### config.mk
export PLATFORM = sky130hd
export DESIGN_NAME = ncxy_dist
export DESIGN_NICKNAME = d
export VERILOG_FILES = /design/src/rtl/ncxy_pkg.sv /design/src/rtl/ncxy_dist.sv
export SDC_FILE = /design/constraint.sdc
export NUM_CORES = 2
export LEC_CHECK = 0
export ABC_AREA = 1
export BUFFER_PORTS_ARGS = -buffer_cell sky130_fd_sc_hd__buf_2
export CAP_MARGIN = 20
export CORE_ASPECT_RATIO = 2
export CORE_MARGIN = 4
export CORE_UTILIZATION = 71
export CTS_CLUSTER_DIAMETER = 60
export DETAILED_ROUTE_END_ITERATION = 16
export GPL_TIMING_DRIVEN = 0
export PLACE_DENSITY = 0.89
export SLEW_MARGIN = 40
export SYNTH_ARGS = -nofsm -noshare
export SYNTH_HDL_FRONTEND = slang
export SYNTH_SLANG_ARGS = --single-unit
### constraint.sdc
create_clock -name clk -period 10.4 [get_ports clk]
set_input_delay 1.04 -clock clk [delete_from_list [all_inputs] [get_ports clk]]
set_output_delay 1.04 -clock clk [all_outputs]
set_load 0.05 [all_outputs]
### src/rtl/ncxy_pkg.sv
// shared widths, codes, reset values and the scan tag type of the nearest centroid unit
package ncxy_pkg;

	// field widths
	localparam int COORD_W = 24;
	localparam int DIFF_W  = COORD_W + 1;
	localparam int SQ_W    = 2 * COORD_W;
	localparam int DIST_W  = 49;
	localparam int SLOT_W  = 6;
	localparam int COUNT_W = 7;
	localparam int CFG_W   = DIST_W;

	// table size default
	localparam int MAX_CENTROIDS_DEF = 64;

	// operation codes of the func field
	localparam logic FUNC_LOAD     = 1'b0;
	localparam logic FUNC_CLASSIFY = 1'b1;

	// configuration register indexes
	localparam logic REG_COUNT     = 1'b0;
	localparam logic REG_THRESHOLD = 1'b1;

	// configuration reset values (threshold is 1000 m^2 in Q.20)
	localparam logic [COUNT_W-1:0] RESET_COUNT     = 7'd1;
	localparam logic [DIST_W-1:0]  RESET_THRESHOLD = 49'd1048576000;

	// tag that follows one table read down the distance pipeline
	typedef struct packed {
		logic               vld;
		logic [COUNT_W-1:0] idx;
	} tag_t;

endpackage

### src/rtl/ncxy_dist.sv
// squared xy distance pipeline: difference stage, square stage, then sum
module ncxy_dist (
	input  logic                                clk,
	input  logic                                arst_n,
	input  logic signed [ncxy_pkg::COORD_W-1:0] x_s1,
	input  logic signed [ncxy_pkg::COORD_W-1:0] y_s1,
	input  logic signed [ncxy_pkg::COORD_W-1:0] px,
	input  logic signed [ncxy_pkg::COORD_W-1:0] py,
	input  ncxy_pkg::tag_t                      tag_s1,
	output ncxy_pkg::tag_t                      tag_s3,
	output logic [ncxy_pkg::DIST_W-1:0]         dist_s3,
	output logic                                busy
);

	ncxy_pkg::tag_t                     tag_s2;
	logic signed [ncxy_pkg::DIFF_W-1:0] dx_s2;
	logic signed [ncxy_pkg::DIFF_W-1:0] dy_s2;
	logic signed [2*ncxy_pkg::DIFF_W-1:0] prod_x;
	logic signed [2*ncxy_pkg::DIFF_W-1:0] prod_y;
	logic [ncxy_pkg::SQ_W-1:0]          sqx_s3;
	logic [ncxy_pkg::SQ_W-1:0]          sqy_s3;

	// tag valid bits
	always_ff @(posedge clk or negedge arst_n) begin
		if (!arst_n) begin
			tag_s2 <= '0;
			tag_s3 <= '0;
		end else begin
			tag_s2 <= tag_s1;
			tag_s3 <= tag_s2;
		end
	end

	// exact 25 bit differences
	always_ff @(posedge clk) begin
		dx_s2 <= {x_s1[ncxy_pkg::COORD_W-1], x_s1} - {px[ncxy_pkg::COORD_W-1], px};
		dy_s2 <= {y_s1[ncxy_pkg::COORD_W-1], y_s1} - {py[ncxy_pkg::COORD_W-1], py};
	end

	// squares, magnitude below 2^48
	always_comb begin
		prod_x = dx_s2 * dx_s2;
		prod_y = dy_s2 * dy_s2;
	end

	always_ff @(posedge clk) begin
		sqx_s3 <= prod_x[ncxy_pkg::SQ_W-1:0];
		sqy_s3 <= prod_y[ncxy_pkg::SQ_W-1:0];
	end

	// sum fits 49 bits without overflow
	assign dist_s3 = ncxy_pkg::DIST_W'(sqx_s3) + ncxy_pkg::DIST_W'(sqy_s3);

	assign busy = tag_s2.vld || tag_s3.vld;

endmodule

==> impl_metrics.ini, run 1 <==
[outcome]
stop_stage = global routing
error_line = [ERROR GRT-0116] Global routing finished with congestion. Check the congestion regions in the DRC Viewer.
run_status = stopped before the end

[floorplan]
die_width_um = 200
io_pins = 164
die_h_um = 392
start_util = 0.718
num_rows = 140

[yosys]
synth_top_area_frac = 0.452
ys_types = 46
synthArstFlopShare = 0.100
synth_fp_nets = 8296
yosys.area.top_type = fa_1
ys_top_cells_by_area = fa_1 (45%), inv_1 (14%), nand2_1 (10%), ha_1 (9.4%), dfxtp_1 (5.5%)
syn_inst = 6614
synth.avg_cell_area_sq_um = 7.93
netlist_area_sq_um = 52400
ys_ff_latch = 160
synth_edf_count = 0
synth_seq_area_share = 0.0626
yosys_warnings = 0
ys.flop_type = dfxtp_1

[cts]
cts_resized = 0
cts_sinks = 160
cts_post_setup_buffers_inserted = 0
htreeDepth = 4
hold_buffers = 0
cts_root_buffer = clkbuf_16
cts_made_buffers = 17
cts_max_path_buffers = 2

[grt]
overflow = 129
grt_start_max_net_pins = 21
grt_use_total = 0.608
grt_pass1_wl_um = 351000
grt_pass1_vias = 55700

[placed_design]
io_buffers = 163
gp_congestion = 1.22
dp_hpwl_um = 176000
metrics by stage:
| step | hold WS (ns) | setup WS, ns | cells | utilization | instance area, sq um |
|---|---|---|---|---|---|
| floorplan | 0.329 | 4.06 | 6614 | - | 52400 |
| global placement | 0.331 | 1.45 | 7700 | 0.745 | 54400 |
| detailed placement | 0.336 | 1.54 | 7703 | 0.746 | 54500 |
| CTS | 0.353 | 1.52 | 7735 | 0.755 | 55100 |
kinds of logic after synthesis:
logic type,synth area share
xor gates and xnor gates,0.0276
AOI/OAI and AO/OA,0.0466
and+or+nand+nor,0.164
adders and majority gates,0.545
DFF,0.0626
buffers and inverters,0.154
metal layers:
layer	GRT usage	GRT overflow
met1	0.519	6
met4	0.726	47
met5	0.0188	0
met2	0.914	74
met3	0.334	2
synthesized netlist by cell type (all sizes together) (2+ instances only):
library cell  count
nand2          1479
buf               8
xnor2            55
xor2            110
a31oi             9
o31ai             5
o21bai           32
o21a              3
nand3           165
fa             1184
dfrtp            16
nand4            52
a21o             18
nor4              8
clkbuf          144
and3              2
o21ai           125
dfxtp           144
ha              392
clkinv            3
a211oi            2
nor3             33
a21oi           243
a21boi            3
nor2            374
or2              10
inv            1992
==> run 2: changes to the inputs <==
--- a/config.mk
+++ b/config.mk
@@ -8,13 +8,11 @@
 export ABC_AREA = 1
 export BUFFER_PORTS_ARGS = -buffer_cell sky130_fd_sc_hd__buf_2
 export CAP_MARGIN = 20
-export CORE_ASPECT_RATIO = 2
 export CORE_MARGIN = 4
-export CORE_UTILIZATION = 71
-export CTS_CLUSTER_DIAMETER = 60
+export CORE_UTILIZATION = 40
 export DETAILED_ROUTE_END_ITERATION = 16
 export GPL_TIMING_DRIVEN = 0
-export PLACE_DENSITY = 0.89
+export PLACE_DENSITY_LB_ADDON = 0.15
 export SLEW_MARGIN = 40
 export SYNTH_ARGS = -nofsm -noshare
 export SYNTH_HDL_FRONTEND = slang
==> run 2 against run 1 <==
Effect of this change: the flow now finishes without violations; synthesized area is the same; synthesized cell count is the same.
==> impl_metrics.ini, run 2 <==
[outcome]
run_status = completed

[setup_path]
reg2reg_to = sqx_s3[47]
crit_required_ns = 10.85
reg2reg_slack_ns = 1.81
r2r.worst_path.cells = 23
reg2reg_from = dx_s2[24]
worst_setup_path_end_kind = flop
path_max_fanout = 10
crit_type = reg -> reg
cp-start-kind = flop
worstSetupEndpoint = sqx_s3[47]
crit_start = dx_s2[24]
crit_arrival_ns = 9.05

[grt]
antenna_found_initial = 1
grt_pass1_vias = 44600
overflow = 0
grt_pass1_wl_um = 262000
grt_start_max_net_pins = 18
grt_use_total = 0.256

[sta]
relSlewSlack = 0.371
skew_ns = 0.0291
tightest_slew_ns = 0.944
finalSetupViolCount = 0
period_needed_ns = 8.59
fmax_mhz = 116
hold_viol_final = 0
finalCritPeriodShare = 0.826
fin_setup_tns_ns = 0
grt_setup_unrepaired = false
drv_slew = 0

[final_layout]
reg.largest.list = sqx_s3 (47), sqy_s3 (47)
seq_area_sq_um = 3280
fin_util = 0.432
final_cell_mix = inv_1 (1,985), nand2_1 (1,458), fa_1 (1,184), ha_1 (392), nor2_1 (361)
nNetsFinal = 8478
multi_input_area_sq_um = 41100
fill_cells = 13600
final_common_cell = inv_1
area_growth_pct = 6.93
layout-drive-gt1-share = 0.0477

[yosys]
ys_top_cells_by_area = fa_1 (45%), inv_1 (14%), nand2_1 (10%), ha_1 (9.4%), dfxtp_1 (5.5%)
yosys.area.top_type = fa_1
synth_fp_nets = 8296
ys_ff_latch = 160
ys_types = 46
ys.flop_type = dfxtp_1
synth.avg_cell_area_sq_um = 7.93
synth_seq_area_share = 0.0626
yosys_warnings = 0
synth_top_area_frac = 0.452
synth_most_common_cell = inv_1
netlist_area_sq_um = 52400
synth.top_cells.by_count = inv_1 (1,985), nand2_1 (1,458), fa_1 (1,184)
synthArstFlopShare = 0.100
synth_edf_count = 0
syn_inst = 6614

[cts]
clk_pin_slew_ns = 0.10
cts_tree = done
cts_resized = 0
cts_post_setup_buffers_inserted = 0
cts_root_buffer = clkbuf_16
cts_sinks = 160
clk_latency_ns = 0.54
hold_buffers = 0
cts_made_buffers = 17
htreeDepth = 4
cts_max_path_buffers = 2

[detailed_routing]
ant_nets = 0
routed_wl_um = 170000
routedWlPerCell_um = 19.9
firstDrtPassIters = 7
num_vias = 41900
vias_per_cell = 4.90
drc_errors = 0
drtIter0Drc = 3017

[floorplan]
die_width_um = 370
num_rows = 132
io_pins = 164
fp.dieArea_sq_um = 137000
coreArea_sq_um = 130000
die_h_um = 370
start_util = 0.404

[placed_design]
dp_hpwl_um = 149000
gp_congestion = 0.974
io_buffers = 163

[worst_hold_path]
hold_path_class = reg -> reg

[run]
maxCapViolations = 0
run 2: stage by stage:
step / cell area (sq um) / hold slack, ns / std cells / setup slack [ns]
after global routing: 56100 / 0.364 / 8550 / 1.39
after floorplan: 52400 / 0.329 / 6614 / 4.06
final: 56100 / 0.355 / 8551 / 1.81
after global placement: 55400 / 0.334 / 8519 / 1.85
after CTS: 56100 / 0.359 / 8550 / 1.84
after detailed placement: 55500 / 0.339 / 8519 / 1.90
run 2: worst min-delay path by stage:
stage / cells past startpoint / slack, ns / startpoint / endpoint
floorplan: 0 / 0.33 / dx_s2[0] / sqx_s3[0]
global placement: 0 / 0.33 / tag_s2[4] / tag_s3[4]
detailed placement: 0 / 0.34 / tag_s2[3] / tag_s3[3]
CTS: 0 / 0.36 / tag_s2[4] / tag_s3[4]
global route: 0 / 0.36 / tag_s2[4] / tag_s3[4]
finish: 0 / 0.36 / tag_s2[4] / tag_s3[4]
run 2: cell families after synthesis:
logic type / Yosys count / share of synthesized area
buffers and inverters: 2147 / 0.154
xor gates and xnor gates: 165 / 0.0276
AOI/OAI and AO/OA: 441 / 0.0466
DFF: 160 / 0.0626
adders and majority gates: 1576 / 0.545
and+or+nand+nor: 2125 / 0.164
run 2: critical path, cell delays in order (launching register included):
cell and delay (ns):
dfxtp_1 0.63, clkbuf_1 0.60, buf_1 0.73, nand2_1 0.18, fa_1 0.66, inv_1 0.13, fa_1 0.59, inv_1 0.31
fa_1 0.50, fa_1 0.57, fa_1 0.43, fa_1 0.47, fa_1 0.50, inv_1 0.05, ha_1 0.45, a21oi_1 0.50
a21boi_0 0.25, nand2_1 0.09, a21oi_1 0.12, nand2_1 0.06, nor2_1 0.47, inv_1 0.08, nand2_1 0.08, nand2_1 0.04
run 2: metal layers:
metal,share of wire,global-route usage
met5,0,0
met4,0.027,0.0628
met2,0.46,0.416
met3,0.070,0.0430
met1,0.44,0.356
run 2: final cells by class:
| class | count | share of cell area |
|---|---|---|
| Multi-Input combinational cell | 4307 | 0.733 |
| Clock inverter | 13 | 0.00268 |
| Clock buffer | 18 | 0.00765 |
| Sequential cell | 160 | 0.0585 |
| Timing Repair Buffer | 163 | 0.0145 |
| Inverter | 1995 | 0.134 |
| Tap cell | 1742 | 0.0389 |
| Antenna cell | 1 | 0.0000446 |
| Buffer | 152 | 0.0113 |
Power of run 2 is not shown: default switching activity piles up to over one toggle a cycle in this logic, so the estimate is an artifact.
